## src/hdl/mqs_pkg.sv

```systemverilog
// Shared types and constants for the multi-queue shared store.
package mqs_pkg;

  localparam int DEF_QUEUE_COUNT     = 4;
  localparam int DEF_SLOTS_PER_QUEUE = 8;
  localparam int JOB_QUEUE_DEPTH     = 2;
  localparam int DATA_W              = 32;

  typedef enum logic [1:0] {
    ACT_INSERT = 2'd0,
    ACT_REMOVE = 2'd1,
    ACT_LIST   = 2'd2,
    ACT_IGNORE = 2'd3
  } action_t;

  typedef enum logic [1:0] {
    ST_OK       = 2'd0,
    ST_INVALID  = 2'd1,
    ST_OVERFLOW = 2'd2,
    ST_EMPTY    = 2'd3
  } status_t;

  typedef enum logic [1:0] {
    JOB_STATUS = 2'd0,
    JOB_WRITE  = 2'd1,
    JOB_READ   = 2'd2,
    JOB_LIST   = 2'd3
  } job_kind_t;

  typedef struct packed {
    job_kind_t kind;
    status_t   status;
  } job_ctl_t;

  typedef enum logic {
    BK_IDLE = 1'b0,
    BK_LIST = 1'b1
  } back_state_t;

endpackage

```

## src/hdl/mqs_front.sv

```systemverilog
// Front end: classifies each transaction, owns the queue counters and emits jobs.
module mqs_front import mqs_pkg::*; #(
  parameter int QUEUE_COUNT     = DEF_QUEUE_COUNT,
  parameter int SLOTS_PER_QUEUE = DEF_SLOTS_PER_QUEUE,
  localparam int AW = (QUEUE_COUNT * SLOTS_PER_QUEUE > 1) ?
                      $clog2(QUEUE_COUNT * SLOTS_PER_QUEUE) : 1,
  localparam int CW = $clog2(SLOTS_PER_QUEUE + 1)
) (
  input  logic              clk,
  input  logic              rst,
  input  logic              start,
  input  logic              full,
  input  logic [1:0]        action,
  input  logic [2:0]        queue_number,
  input  logic [DATA_W-1:0] data_value,
  output logic              push,
  output job_ctl_t          job_ctl,
  output logic [AW-1:0]     job_addr,
  output logic [CW-1:0]     job_count,
  output logic [DATA_W-1:0] job_data
);

  localparam int QW = (QUEUE_COUNT > 1) ? $clog2(QUEUE_COUNT) : 1;
  localparam logic [AW-1:0] SLICE = AW'(SLOTS_PER_QUEUE);
  localparam logic [CW-1:0] FULL_MARK = CW'(SLOTS_PER_QUEUE);

  logic [CW-1:0] inserted_count [QUEUE_COUNT];
  logic [CW-1:0] removed_count  [QUEUE_COUNT];

  logic          accept;
  logic          q_valid;
  logic [QW-1:0] qi;
  logic [CW-1:0] ins_cur;
  logic [CW-1:0] rem_cur;
  logic [AW-1:0] base;
  logic          do_insert;
  logic          do_remove;

  assign accept  = start && !full;
  assign q_valid = ({1'b0, queue_number} < 4'(QUEUE_COUNT));
  assign qi      = QW'(queue_number);
  assign ins_cur = q_valid ? inserted_count[qi] : '0;
  assign rem_cur = q_valid ? removed_count[qi] : '0;
  assign base    = AW'(AW'(qi) * SLICE);
  assign job_data = data_value;

  always_comb begin
    push           = 1'b0;
    job_ctl.kind   = JOB_STATUS;
    job_ctl.status = ST_OK;
    job_addr       = base;
    job_count      = CW'(ins_cur - rem_cur);
    do_insert      = 1'b0;
    do_remove      = 1'b0;
    if (accept && action_t'(action) != ACT_IGNORE) begin
      push = 1'b1;
      priority if (!q_valid) begin
        job_ctl.status = ST_INVALID;
      end else if (action_t'(action) == ACT_INSERT) begin
        if (ins_cur == FULL_MARK) begin
          job_ctl.status = ST_OVERFLOW;
        end else begin
          job_ctl.kind = JOB_WRITE;
          job_addr     = AW'(base + AW'(ins_cur));
          do_insert    = 1'b1;
        end
      end else if (rem_cur == ins_cur) begin
        job_ctl.status = ST_EMPTY;
      end else if (action_t'(action) == ACT_REMOVE) begin
        job_ctl.kind = JOB_READ;
        job_addr     = AW'(base + AW'(rem_cur));
        do_remove    = 1'b1;
      end else begin
        job_ctl.kind = JOB_LIST;
        job_addr     = AW'(base + AW'(rem_cur));
      end
    end
  end

  always_ff @(posedge clk) begin
    if (rst) begin
      for (int i = 0; i < QUEUE_COUNT; i++) begin
        inserted_count[i] <= '0;
        removed_count[i]  <= '0;
      end
    end else begin
      if (do_insert) inserted_count[qi] <= CW'(ins_cur + CW'(1));
      if (do_remove) removed_count[qi]  <= CW'(rem_cur + CW'(1));
    end
  end

endmodule

```

## src/hdl/mqs_job_queue.sv

```systemverilog
// Short job queue that decouples the front end from the back end.
module mqs_job_queue import mqs_pkg::*; #(
  parameter int WIDTH = 8,
  parameter int DEPTH = JOB_QUEUE_DEPTH
) (
  input  logic             clk,
  input  logic             rst,
  input  logic             push,
  input  logic [WIDTH-1:0] push_data,
  input  logic             pop,
  output logic [WIDTH-1:0] pop_data,
  output logic             full,
  output logic             empty
);

  localparam int PW = (DEPTH > 1) ? $clog2(DEPTH) : 1;
  localparam int NW = $clog2(DEPTH + 1);

  logic [WIDTH-1:0] entries [DEPTH];
  logic [PW-1:0]    wr_ptr;
  logic [PW-1:0]    rd_ptr;
  logic [NW-1:0]    fill;

  assign full     = (fill == NW'(DEPTH));
  assign empty    = (fill == '0);
  assign pop_data = entries[rd_ptr];

  always_ff @(posedge clk) begin
    if (push && !full) entries[wr_ptr] <= push_data;
  end

  always_ff @(posedge clk) begin
    if (rst) begin
      wr_ptr <= '0;
      rd_ptr <= '0;
      fill   <= '0;
    end else begin
      if (push && !full) begin
        wr_ptr <= (wr_ptr == PW'(DEPTH - 1)) ? '0 : PW'(wr_ptr + PW'(1));
      end
      if (pop && !empty) begin
        rd_ptr <= (rd_ptr == PW'(DEPTH - 1)) ? '0 : PW'(rd_ptr + PW'(1));
      end
      fill <= NW'(fill + NW'(push && !full) - NW'(pop && !empty));
    end
  end

endmodule

```

## src/hdl/mqs_back.sv

```systemverilog
// Back end: carries out jobs against the slot store and drives the results.
module mqs_back import mqs_pkg::*; #(
  parameter int QUEUE_COUNT     = DEF_QUEUE_COUNT,
  parameter int SLOTS_PER_QUEUE = DEF_SLOTS_PER_QUEUE,
  localparam int AW = (QUEUE_COUNT * SLOTS_PER_QUEUE > 1) ?
                      $clog2(QUEUE_COUNT * SLOTS_PER_QUEUE) : 1,
  localparam int CW = $clog2(SLOTS_PER_QUEUE + 1)
) (
  input  logic                     clk,
  input  logic                     rst,
  input  logic                     empty,
  input  job_ctl_t                 job_ctl,
  input  logic [AW-1:0]            job_addr,
  input  logic [CW-1:0]            job_count,
  input  logic [DATA_W-1:0]        job_data,
  output logic                     pop,
  output logic                     strobe,
  output logic [1:0]               status,
  output logic signed [DATA_W-1:0] value_out,
  output logic                     last_of_run
);

  localparam int STORE_DEPTH = QUEUE_COUNT * SLOTS_PER_QUEUE;

  logic [DATA_W-1:0] slot_store [STORE_DEPTH];
  logic [DATA_W-1:0] rdata;

  back_state_t   state, state_next;
  logic [AW-1:0] cur_addr, cur_addr_next;
  logic [CW-1:0] remaining, remaining_next;

  logic          mem_we;
  logic          mem_re;
  logic [AW-1:0] mem_addr;
  logic          issue_valid;
  status_t       issue_status;
  logic          issue_last;
  logic          issue_use_mem;
  logic          issue_zero;

  logic          s1_valid;
  status_t       s1_status;
  logic          s1_last;
  logic          s1_use_mem;
  logic          s1_zero;

  always_comb begin
    state_next     = state;
    cur_addr_next  = cur_addr;
    remaining_next = remaining;
    pop            = 1'b0;
    mem_we         = 1'b0;
    mem_re         = 1'b0;
    mem_addr       = job_addr;
    issue_valid    = 1'b0;
    issue_status   = ST_OK;
    issue_last     = 1'b1;
    issue_use_mem  = 1'b0;
    issue_zero     = 1'b0;
    unique case (state)
      BK_IDLE: begin
        if (!empty) begin
          pop         = 1'b1;
          issue_valid = 1'b1;
          unique case (job_ctl.kind)
            JOB_STATUS: issue_status = job_ctl.status;
            JOB_WRITE: begin
              mem_we     = 1'b1;
              issue_zero = 1'b1;
            end
            JOB_READ: begin
              mem_re        = 1'b1;
              issue_use_mem = 1'b1;
            end
            JOB_LIST: begin
              mem_re        = 1'b1;
              issue_use_mem = 1'b1;
              if (job_count != CW'(1)) begin
                issue_last     = 1'b0;
                state_next     = BK_LIST;
                cur_addr_next  = AW'(job_addr + AW'(1));
                remaining_next = CW'(job_count - CW'(1));
              end
            end
            default: issue_status = job_ctl.status;
          endcase
        end
      end
      BK_LIST: begin
        mem_re         = 1'b1;
        mem_addr       = cur_addr;
        issue_valid    = 1'b1;
        issue_use_mem  = 1'b1;
        issue_last     = (remaining == CW'(1));
        cur_addr_next  = AW'(cur_addr + AW'(1));
        remaining_next = CW'(remaining - CW'(1));
        if (remaining == CW'(1)) state_next = BK_IDLE;
      end
      default: state_next = BK_IDLE;
    endcase
  end

  always_ff @(posedge clk) begin
    if (rst) begin
      state <= BK_IDLE;
    end else begin
      state <= state_next;
    end
  end

  always_ff @(posedge clk) begin
    cur_addr  <= cur_addr_next;
    remaining <= remaining_next;
  end

  always_ff @(posedge clk) begin
    if (mem_we) slot_store[mem_addr] <= job_data;
    if (mem_re) rdata <= slot_store[mem_addr];
  end

  always_ff @(posedge clk) begin
    if (rst) begin
      s1_valid <= 1'b0;
    end else begin
      s1_valid <= issue_valid;
    end
  end

  always_ff @(posedge clk) begin
    s1_status  <= issue_status;
    s1_last    <= issue_last;
    s1_use_mem <= issue_use_mem;
    s1_zero    <= issue_zero;
  end

  assign strobe      = s1_valid;
  assign status      = s1_status;
  assign last_of_run = s1_last;
  assign value_out   = s1_use_mem ? $signed(rdata) :
                       (s1_zero ? '0 : '1);

`ifndef SYNTHESIS
  // A list run streams its results in consecutive cycles.
  a_run_no_gap: assert property (@(posedge clk) disable iff (rst)
    s1_valid && !s1_last |=> s1_valid)
    else $error("list run broken by an idle cycle");

  // A failed transaction reports all ones and ends its run.
  a_fail_shape: assert property (@(posedge clk) disable iff (rst)
    s1_valid && s1_status != ST_OK |-> s1_last && value_out == '1)
    else $error("failure result malformed");

  // No new job is taken while a list run is in progress.
  a_no_pop_in_list: assert property (@(posedge clk) disable iff (rst)
    state == BK_LIST |-> !pop)
    else $error("job popped during list run");
`endif

endmodule

```

## src/hdl/multi_queue_shared_store.sv

```systemverilog
// Top level of the multi-queue shared store: front end, job queue and back end.
//
//   Channel   Signals                                   Transaction when
//   -------   ---------------------------------------   ----------------------
//   command   start, busy, action, queue_number,        start high, busy low
//             data_value
//   result    strobe, status, value_out, last_of_run    strobe high (no stall)
//
// Insert, remove and failed commands each give a single result; a list of n
// held entries gives n results, one read of the slot store per result.
// Commands with the unused action code are dropped by the front end and never
// reach the back end. With the back end idle, a command is written into the
// job queue at its transaction, then popped by the back end, whose result
// register drives the result ports. busy rises while the two-entry job queue is full,
// which happens when a list run holds the back end. Reset is synchronous and
// clears the queue counters, the job queue and the result strobe; the slot
// store itself is not cleared. The receiver cannot stall, so results are
// never held back once issued.
module multi_queue_shared_store import mqs_pkg::*; #(
  parameter int QUEUE_COUNT     = DEF_QUEUE_COUNT,
  parameter int SLOTS_PER_QUEUE = DEF_SLOTS_PER_QUEUE
) (
  input  logic                     clk,
  input  logic                     rst,
  input  logic                     start,
  output logic                     busy,
  input  logic [1:0]               action,
  input  logic [2:0]               queue_number,
  input  logic signed [DATA_W-1:0] data_value,
  output logic                     strobe,
  output logic [1:0]               status,
  output logic signed [DATA_W-1:0] value_out,
  output logic                     last_of_run
);

  // Store address and entry count widths follow the queue geometry.
  localparam int AW = (QUEUE_COUNT * SLOTS_PER_QUEUE > 1) ?
                      $clog2(QUEUE_COUNT * SLOTS_PER_QUEUE) : 1;
  localparam int CW = $clog2(SLOTS_PER_QUEUE + 1);
  localparam int JW = $bits(job_ctl_t) + AW + CW + DATA_W;

  logic              push;
  logic              pop;
  logic              full;
  logic              empty;
  job_ctl_t          f_ctl, b_ctl;
  logic [AW-1:0]     f_addr, b_addr;
  logic [CW-1:0]     f_count, b_count;
  logic [DATA_W-1:0] f_data, b_data;
  logic [JW-1:0]     q_in, q_out;

  // A command is taken whenever the job queue has room.
  assign busy = full;

  mqs_front #(
    .QUEUE_COUNT     (QUEUE_COUNT),
    .SLOTS_PER_QUEUE (SLOTS_PER_QUEUE)
  ) u_front (
    .clk          (clk),
    .rst          (rst),
    .start        (start),
    .full         (full),
    .action       (action),
    .queue_number (queue_number),
    .data_value   (data_value),
    .push         (push),
    .job_ctl      (f_ctl),
    .job_addr     (f_addr),
    .job_count    (f_count),
    .job_data     (f_data)
  );

  assign q_in = {f_ctl, f_addr, f_count, f_data};

  mqs_job_queue #(
    .WIDTH (JW),
    .DEPTH (JOB_QUEUE_DEPTH)
  ) u_job_queue (
    .clk       (clk),
    .rst       (rst),
    .push      (push),
    .push_data (q_in),
    .pop       (pop),
    .pop_data  (q_out),
    .full      (full),
    .empty     (empty)
  );

  assign {b_ctl, b_addr, b_count, b_data} = q_out;

  mqs_back #(
    .QUEUE_COUNT     (QUEUE_COUNT),
    .SLOTS_PER_QUEUE (SLOTS_PER_QUEUE)
  ) u_back (
    .clk         (clk),
    .rst         (rst),
    .empty       (empty),
    .job_ctl     (b_ctl),
    .job_addr    (b_addr),
    .job_count   (b_count),
    .job_data    (b_data),
    .pop         (pop),
    .strobe      (strobe),
    .status      (status),
    .value_out   (value_out),
    .last_of_run (last_of_run)
  );

endmodule
```

## config.mk

```make
export PLATFORM = sky130hd
export DESIGN_NAME = multi_queue_shared_store
export DESIGN_NICKNAME = d
export VERILOG_FILES = /design/src/hdl/mqs_pkg.sv /design/src/hdl/mqs_front.sv /design/src/hdl/mqs_job_queue.sv /design/src/hdl/mqs_back.sv /design/src/hdl/multi_queue_shared_store.sv
export SDC_FILE = /design/constraint.sdc
export NUM_CORES = 1
export LEC_CHECK = 0
export BUFFER_PORTS_ARGS = -buffer_cell sky130_fd_sc_hd__buf_2
export CELL_PAD_IN_SITES_DETAIL_PLACEMENT = 1
export CELL_PAD_IN_SITES_GLOBAL_PLACEMENT = 1
export CORE_MARGIN = 1
export CORE_UTILIZATION = 35
export CTS_BUF_LIST = sky130_fd_sc_hd__clkbuf_4 sky130_fd_sc_hd__clkbuf_8
export DETAILED_ROUTE_END_ITERATION = 7
export PLACE_DENSITY_LB_ADDON = 0.1
export SLEW_MARGIN = 20
export SYNTH_ARGS = -nofsm -noshare
export SYNTH_HDL_FRONTEND = slang
export SYNTH_HIERARCHICAL = 1
export SYNTH_SLANG_ARGS = --single-unit
```

## constraint.sdc

```tcl
create_clock -name clk -period 4.9 [get_ports clk]
set_input_delay 0.49 -clock clk [delete_from_list [all_inputs] [get_ports clk]]
set_output_delay 0.49 -clock clk [all_outputs]
set_load 0.05 [all_outputs]
```

---- After elaboration in Yosys (flattened, before gate mapping) ----
Memory sizes are Yosys's and may differ from the RTL's. A register that Yosys moved wholly into a read port is not among the register bits.
Index checks and enable logic that the tools add are counted.
word-level totals
  flip-flop bits (word level) ............. 20
  RAM bits ................................ 1146
  memories kept ........................... 4
operators by class
  add/subtract/negate cells ............... 13
  order comparisons ....................... 1
  eq/ne operators ......................... 13
  mux-type cells .......................... 77
  bitwise logic cells ..................... 2
  reduce and logical (&&, ||, !) cells .... 14
memory list
  memory                  words  width  rd ports  clocked after Yosys merged registers in  wr ports  line                 source
  u_back.slot_store       32     32     1         1                                        1         mqs_back.sv:25       logic [DATA_W-1:0] slot_store [STORE_DEPTH];
  u_job_queue.entries     2      45     1         1                                        1         mqs_job_queue.sv:19  logic [WIDTH-1:0] entries [DEPTH];
  u_front.inserted_count  4      4      1         0                                        4         mqs_front.sv:27      logic [CW-1:0] inserted_count [QUEUE_COUNT];
  u_front.removed_count   4      4      1         0                                        4         mqs_front.sv:28      logic [CW-1:0] removed_count [QUEUE_COUNT];
operator list
  cell                   number
  $mux W32               2
  $mux W5                9
  $mux W1                44
  $mux W4                9
  $mux W2                7
  $add A5 B1 Y5 const B  2
  $add A5 B4 Y5          2
  $pmux W5 S2            1
  $add A4 B1 Y4 const B  2
  $pmux W1 S2            4
  $pmux W4 S2            1
  $reduce_or A4 Y1       2
  $sub A4 B1 Y4 const B  2
  $eq A2 B2 Y1 const B   3
  $logic_not A2 Y1       3
  $ne A2 B2 Y1 const B   3
  $eq A2 B1 Y1 const B   2
  $eq A4 B1 Y1 const B   1
  $eq A4 B4 Y1           1
  $eq A4 B4 Y1 const B   1
  $logic_and A1 B1 Y1    4
  $ne A4 B1 Y1 const B   1
  $sub A4 B4 Y4          1
  $lt A3 B3 Y1 const B   1
  9 further kinds        12

---- Depth between registers and ports, before layout ----
Gate-level depths: netlist (run 1).
  depth after elaboration ................. 12
  gate-level depth with buffers ........... 13
  gate-level depth less buffers ........... 9

---- Hierarchy ----
Netlist (run 1), hierarchy kept.
by module, submodules not included
  module         instances  cells an instance  area an instance (sq um)  seq. area each (sq um)
  mqs_back       1          2327               42579.6                   32120.8
  mqs_job_queue  1          168                3689.8                    2802.7
  mqs_front      1          230                2417.3                    960.9

---- Worst setup path after synthesis (run 1) ----
Ideal clock, no wire load.
  path kind ............................... register -> register
  start ................................... reg with a tool-made name
  end ..................................... mem u_back.slot_store[12][0], enable pin
  setup time .............................. 0.425 ns
  arrival ................................. 3.607 ns
  setup slack ............................. 0.868 ns
  stages on the path, launching flop included .. 12
  buffers on the path ..................... 6
  clock period less this slack ............ 4.032 ns
  path through ............................ dfxtp_1 buf_6 buf_12 mux2_4 mux2i_1 buf_2 buf_6 buf_2 buf_2 ha_1 nand2_1 nor2b_1
RTL lines
  item              line
  end: declaration  mqs_back.sv:25

==> results.json, run 1 <==
{
  "synth_compound_area_frac": 0.08509,
  "grt_overflow": 0,
  "hold_viol": 0,
  "fin_hold_ws_ps": 129.7,
  "area_growth_pct": 14.62,
  "worstSkewPairLatency_ps": 960,
  "htree_levels": 4,
  "nNetsFinal": 2998,
  "arrival_ps": 4450,
  "wl_per_cell_um": 31.99,
  "route.detailed.drc": 0,
  "clk_pin_slew_ps": 60,
  "cts_buffer_depth": 3,
  "hpwl_um": 90350,
  "status": "finished clean",
  "drt_iter0_drc": 2334,
  "setup_viol": 0,
  "power_density_nw_per_um2": 569.6,
  "period_needed_ps": 3816,
  "numCtsBuffers": 205,
  "cts_root_buffer": "clkbuf_8",
  "power_uw": 31790,
  "required_ps": 5530,
  "cts_sinks": 1199,
  "synth_fp_nets": 2784,
  "viasPerCell": 5.658,
  "holdBufCountCts": 34,
  "end_kind": "register",
  "io_pins": 77,
  "synth_area_per_cell_um2": 17.87,
  "synthXorXnorAreaFrac": 0.003418,
  "synth-simple-area-share": 0.03184,
  "rsz0062_at_grt": "false",
  "synth_seq_cells": 1199,
  "nFillCells": 13311,
  "netlist-cell-type-count": 79,
  "num_rows": 136,
  "final_area_um2": 55810,
  "synth-adder-area-share": 0.005037,
  "finalCritPeriodShare": 0.7789,
  "routed_wl_um": 156600,
  "drive_above_1_share": 0.2566,
  "cap_violations": 0,
  "initial_core_util": 0.3537,
  "synth_top_family_by_area": "multiplexers",
  "antenna_left": 0,
  "worstSetupPathType": "register to register",
  "netlist_instances": 2725,
  "cts_tree": "done",
  "die_h_um": 375.0,
  "ys.warnings.count": 6,
  "drv_slew": 0,
  "die_w_um": 375.0,
  "grt_pass1_wl_um": 220600,
  "synthFlopType": "edfxtp_1",
  "drtPass1Iterations": 7,
  "yosysSeqAreaShare": 0.7370,
  "portBuffers": 76,
  "p_leak_uw": 0.01780,
  "cp_max_fo": 23,
  "post_cts_buffers": 0,
  "synth_area_um2": 48690,
  "grt_util_all_layers": 0.2227,
  "muxShareOfSynthArea": 0.1081,
  "synth-edff-count": 1187,
  "tns_ps": 0,
  "tightestPinTransition_ps": 1129,
  "clock.fmax_mhz": 262.0,
  "fin_skew_ps": 67.13,
  "startpoint_type": "register",
  "hp-class": "input port to register",
  "core_um2": 137700,
  "vias": 27695,
  "die-area_um2": 140600,
  "worst_slew_margin_rel": 0.2474,
  "grt_max_degree": 114,
  "grt_pass1_vias": 29022,
  "antenna_found_initial": 4,
  "cts_resized": 0,
  "synthArstFlopShare": 0,
  "place_congestion": 0.7885,
  "dpl_cell_area_um2": 51540,
  "peakVddDrop_mv": 0.3143
}
[placed cells by master, fill, tap and decap left out, types with 19 or more instances in the layout]
cell type / synthesis / layout
a211oi_1: 73 / 73
o211ai_1: 66 / 66
nor2_1: 96 / 67
clkbuf_8: 0 / 208
nor2_4: 0 / 29
a21oi_1: 159 / 158
and2_1: 24 / 23
clkbuf_4: 0 / 64
a21o_1: 34 / 33
o21ai_0: 122 / 122
a22oi_1: 76 / 76
dlygate4sd3_1: 0 / 34
buf_4: 43 / 96
mux2_4: 40 / 40
nor3_1: 56 / 56
clkinv_1: 0 / 59
inv_1: 72 / 72
o22ai_1: 19 / 19
edfxtp_1: 1187 / 1187
nand4_1: 32 / 32
clkinv_2: 0 / 19
mux4_2: 189 / 189
buf_2: 48 / 76
[synth_stat cells (all sizes together) (4+ instances only)]
library cell	n	area, µm²
edfxtp	1187	35640
mux4	195	4414
a21oi	159	795.8
o21ai	137	689.4
buf	109	759.5
clkbuf	106	397.9
nor2	96	360.4
a22oi	76	570.6
inv	74	277.8
a211oi	73	548.0
o211ai	66	495.5
nor3	59	310.3
mux2	46	668.1
a21o	34	255.2
nand4	32	200.2
and2	24	150.1
o22ai	20	131.4
nor2b	19	118.9
ha	18	225.2
mux2i	18	180.2
nand2	18	67.56
o221ai	18	157.7
a311oi	15	131.4
nand2b	15	93.84
dfxtp	12	240.2
xnor2	12	105.1
nand3	10	50.05
o21bai	8	60.06
xor2	7	61.31
or2	5	31.28
or3	5	41.29
a32oi	4	35.03
nor4	4	25.02
o21a	4	30.03
[flip-flops by register name, summed over array words and instances, names as in the netlist, 2 cells and up, named ones only]
name / count
u_back/rdata: 32
u_front/removed_count: 16
u_back/slot_store: 1024
u_back/status: 2
u_back/remaining: 4
u_job_queue/entries: 90
u_job_queue/fill: 2
u_back/cur_addr: 5
u_front/inserted_count: 16
[per-stage QoR]
step                      setup slack (ps)  utilization  std cells
final                                 1084       0.4054       4895
after global routing                 986.0       0.4054       4894
after CTS                             1027       0.4053       4892
after detailed placement              1014       0.3744       4492
after global placement                1114       0.3744       4492
after floorplan                      868.0            -       2725
[final timing paths]
| kind | slack [ps] | depth (start not counted) | end | from |
|---|---|---|---|---|
| setup / recovery | 1080 | 7 | u_back/slot_store[22][22] | register |
| hold reg to reg | 540 | 1 | u_back/last_of_run | u_back/remaining[3] |
| hold / removal | 130 | 5 | u_job_queue/wr_ptr | start |
| setup reg to reg | 1080 | 7 | u_back/slot_store[22][22] | register |
[cell type report]
type	count	area [µm²]	area share
inverters	74	279.0	0.005000
well taps	1794	2245	0.04022
clock inverters	94	575.6	0.01031
diodes	3	7.507	0.0001345
clock buffers	272	3343	0.05991
multi-input cells	1237	11700	0.2097
repair buffers	222	1762	0.03157
flip-flops and latches	1199	35890	0.6432
[cells by family (layout without fill, tap and decap cells)]
logic type / after synthesis / count (layout)
other: 0 / 3
adder cells (fa/ha/maj): 19 / 19
flip-flops: 1199 / 1199
AO/OA/AOI/OAI: 641 / 641
multiplexers: 259 / 259
AND/OR/NAND/NOR: 299 / 299
XOR/XNOR: 19 / 19
buffers and inverters: 289 / 662
[critical path, stage by stage, from the launching register on]
cell	delay, ps
dfxtp_4	630
buf_4	480
mux2_4	370
nor4b_2	730
nand2_1	170
buf_4	250
nor2_4	620
buf_12	250
[routing by layer]
layer	part of all wire	track usage
met5	0	0
met4	0.025	0.06867
met3	0.051	0.03536
met2	0.49	0.3685
met1	0.43	0.3009
[power breakdown]
part | internal (µW) | switching (µW)
clock | 4650 | 4170
sequential | 12900 | 337
combinational | 3080 | 6670
Power figures use the tool's default switching activity.
==> run 2: changes to the inputs <==
- clock period: 4.9 -> 3.58 ns (I/O delays scaled with it)
==> run 2 against run 1 <==
Effect of this change:
- global-route usage fell by 0.27 points
- flip-flop and latch count unchanged
- largest power group unchanged
- highest routed layer unchanged
- sequential power up 36%
- setup slack got worse by 700 ps
==> results.json, run 2 (same netlist as run 1, synthesis figures left out) <==
{
  "crit_top_cell": "buf_4",
  "hold_viol": 0,
  "regMostFlops": "u_back/slot_store",
  "cts_resized": 0,
  "grt_max_degree": 119,
  "die_w_um": 375.0,
  "dp.cells": 4517,
  "dpl_worst_slack_ps": 258.7,
  "worstSetupPathType": "register to register",
  "grt_util_all_layers": 0.2200,
  "hp-class": "input port to register",
  "drtPass1Iterations": 7,
  "grt_pass1_vias": 29814,
  "nNetsFinal": 3028,
  "finalCritPeriodShare": 0.8917,
  "startpoint_type": "register",
  "cts_root_buffer": "clkbuf_8",
  "place_congestion": 0.7511,
  "viasPerCell": 5.579,
  "cap_violations": 0,
  "core_um2": 137700,
  "cp_slowest_stage_delay_ps": 490,
  "period_needed_ps": 3192,
  "wl_per_cell_um": 31.15,
  "worstSkewPairLatency_ps": 950,
  "cp_cell_sequence": "buf_4 -> mux2_4 -> nor4b_2 -> buf_4 -> nand2_1 -> buf_4 -> nor2_4 -> buf_4",
  "numCtsBuffers": 203,
  "num_rows": 136,
  "post_cts_buffers": 0,
  "area_growth_pct": 15.97,
  "clock.fmax_mhz": 313.2,
  "p_leak_uw": 0.01806,
  "power_density_nw_per_um2": 771.8,
  "io_pins": 77,
  "htree_levels": 4,
  "tns_ps": 0,
  "route.detailed.drc": 0,
  "fin_skew_ps": 47.32,
  "initial_core_util": 0.3537,
  "critPathTopFamily": "buffers and inverters",
  "setup_viol": 0,
  "fin_hold_ws_ps": 98.55,
  "hp-start": "queue_number[0]",
  "whs_path_depth": 3,
  "min_to": "u_job_queue/entries[1][39]",
  "portBuffers": 76,
  "top_regs": "u_back/slot_store x1024, u_job_queue/entries x90, u_back/rdata x32",
  "grt_pass1_wl_um": 219500,
  "cts_sinks": 1199,
  "worst_slew_margin_rel": 0.3733,
  "final_cells": 4928,
  "setup_slack_ps": 387.6,
  "final_common_cell": "edfxtp_1",
  "cp_num_buf_inv": 4,
  "hpwl_um": 88330,
  "r2r_end": "u_back/slot_store[9][21]",
  "rsz0062_at_grt": "false",
  "slowest_stage": "buf_4",
  "largest_reg_flops": 1024,
  "layout_common_cells": "1187 x edfxtp_1, 203 x clkbuf_8, 189 x mux4_2",
  "drive_above_1_share": 0.2615,
  "cts_tree": "done",
  "clk_pin_slew_ps": 60,
  "peakVddDrop_mv": 0.5081,
  "reg2reg_depth": 8,
  "cts_buffer_depth": 3,
  "reg2reg_setup_slack_ps": 390,
  "cp_max_fo": 22,
  "drt_iter0_drc": 2075,
  "required_ps": 4140,
  "vias": 27492,
  "die_h_um": 375.0,
  "arrival_ps": 3750,
  "die-area_um2": 140600,
  "status": "finished clean",
  "antenna_found_initial": 3,
  "grt_overflow": 0,
  "routed_wl_um": 153500,
  "antenna_left": 0,
  "end_kind": "register",
  "power_uw": 43580,
  "drv_slew": 0,
  "tightestPinTransition_ps": 940.1
}
==> run 2: cell count changes in the layout (fill, tap and decap cells not counted), sizes merged <==
cell / previous run / this run
dlygate4sd3: 34 / 41
clkbuf: 272 / 270
buf: 188 / 213
clkinv: 79 / 83
inv: 83 / 84
diode: 3 / 2
bufinv: 4 / 3
==> run 2: final cells by class <==
| class | instances | area, µm² |
|---|---|---|
| flip-flops and latches | 1199 | 35890 |
| repair buffers | 254 | 2432 |
| multi-input cells | 1237 | 11700 |
| diodes | 2 | 5.005 |
| clock buffers | 270 | 3297 |
| clock inverters | 98 | 611.8 |
| well taps | 1794 | 2245 |
| inverters | 74 | 279.0 |
| fillers | 13336 | 81200 |
==> run 2: worst reg2reg max path, stage by stage (launching register included) <==
cell,delay (ps)
dfxtp_4,450
buf_4,400
mux2_4,370
nor4b_2,370
buf_4,200
nand2_1,150
buf_4,250
nor2_4,110
buf_4,490
==> run 2: per-stage QoR <==
stage	instance area, µm²	util
after floorplan	48730	-
after global placement	52140	0.3788
after detailed placement	52140	0.3788
after CTS	56460	0.4101
after global routing	56460	0.4102
final	56460	0.4102
==> run 2: worst max-delay path by stage <==
stage	from	end	slack, ps	depth (start not counted)
floorplan	register	u_back/slot_store[0][0]	-380	11
global placement	queue_number[0]	u_front/removed_count[0][3]	330	9
detailed placement	queue_number[0]	u_front/removed_count[3][2]	260	9
CTS	register	u_back/slot_store[9][21]	360	8
global route	u_job_queue/fill[0]	u_job_queue/wr_ptr	200	8
finish	register	u_back/slot_store[9][21]	390	8
==> run 2: where the power goes <==
group / switching (µW) / internal (µW)
clock: 5730 / 6250
sequential: 364 / 17600
combinational: 8990 / 4620
total: 15100 / 28500
==> run 2: routing by layer <==
metal	global-route usage	vias to the layer above	wire [µm]	share of wire
li1	-	11616	-	-
met1	0.2872	14891	66260	0.43
met2	0.3725	733	76580	0.50
met3	0.03779	252	6670	0.043
met4	0.06967	0	3998	0.026
met5	0	-	0	0
==> run 2: timing repair <==
item | in CTS | in global routing
endpoints found under the hold margin | 78 | 0
hold buffers | 41 | 0
endpoints found under the setup margin | 0 | 0
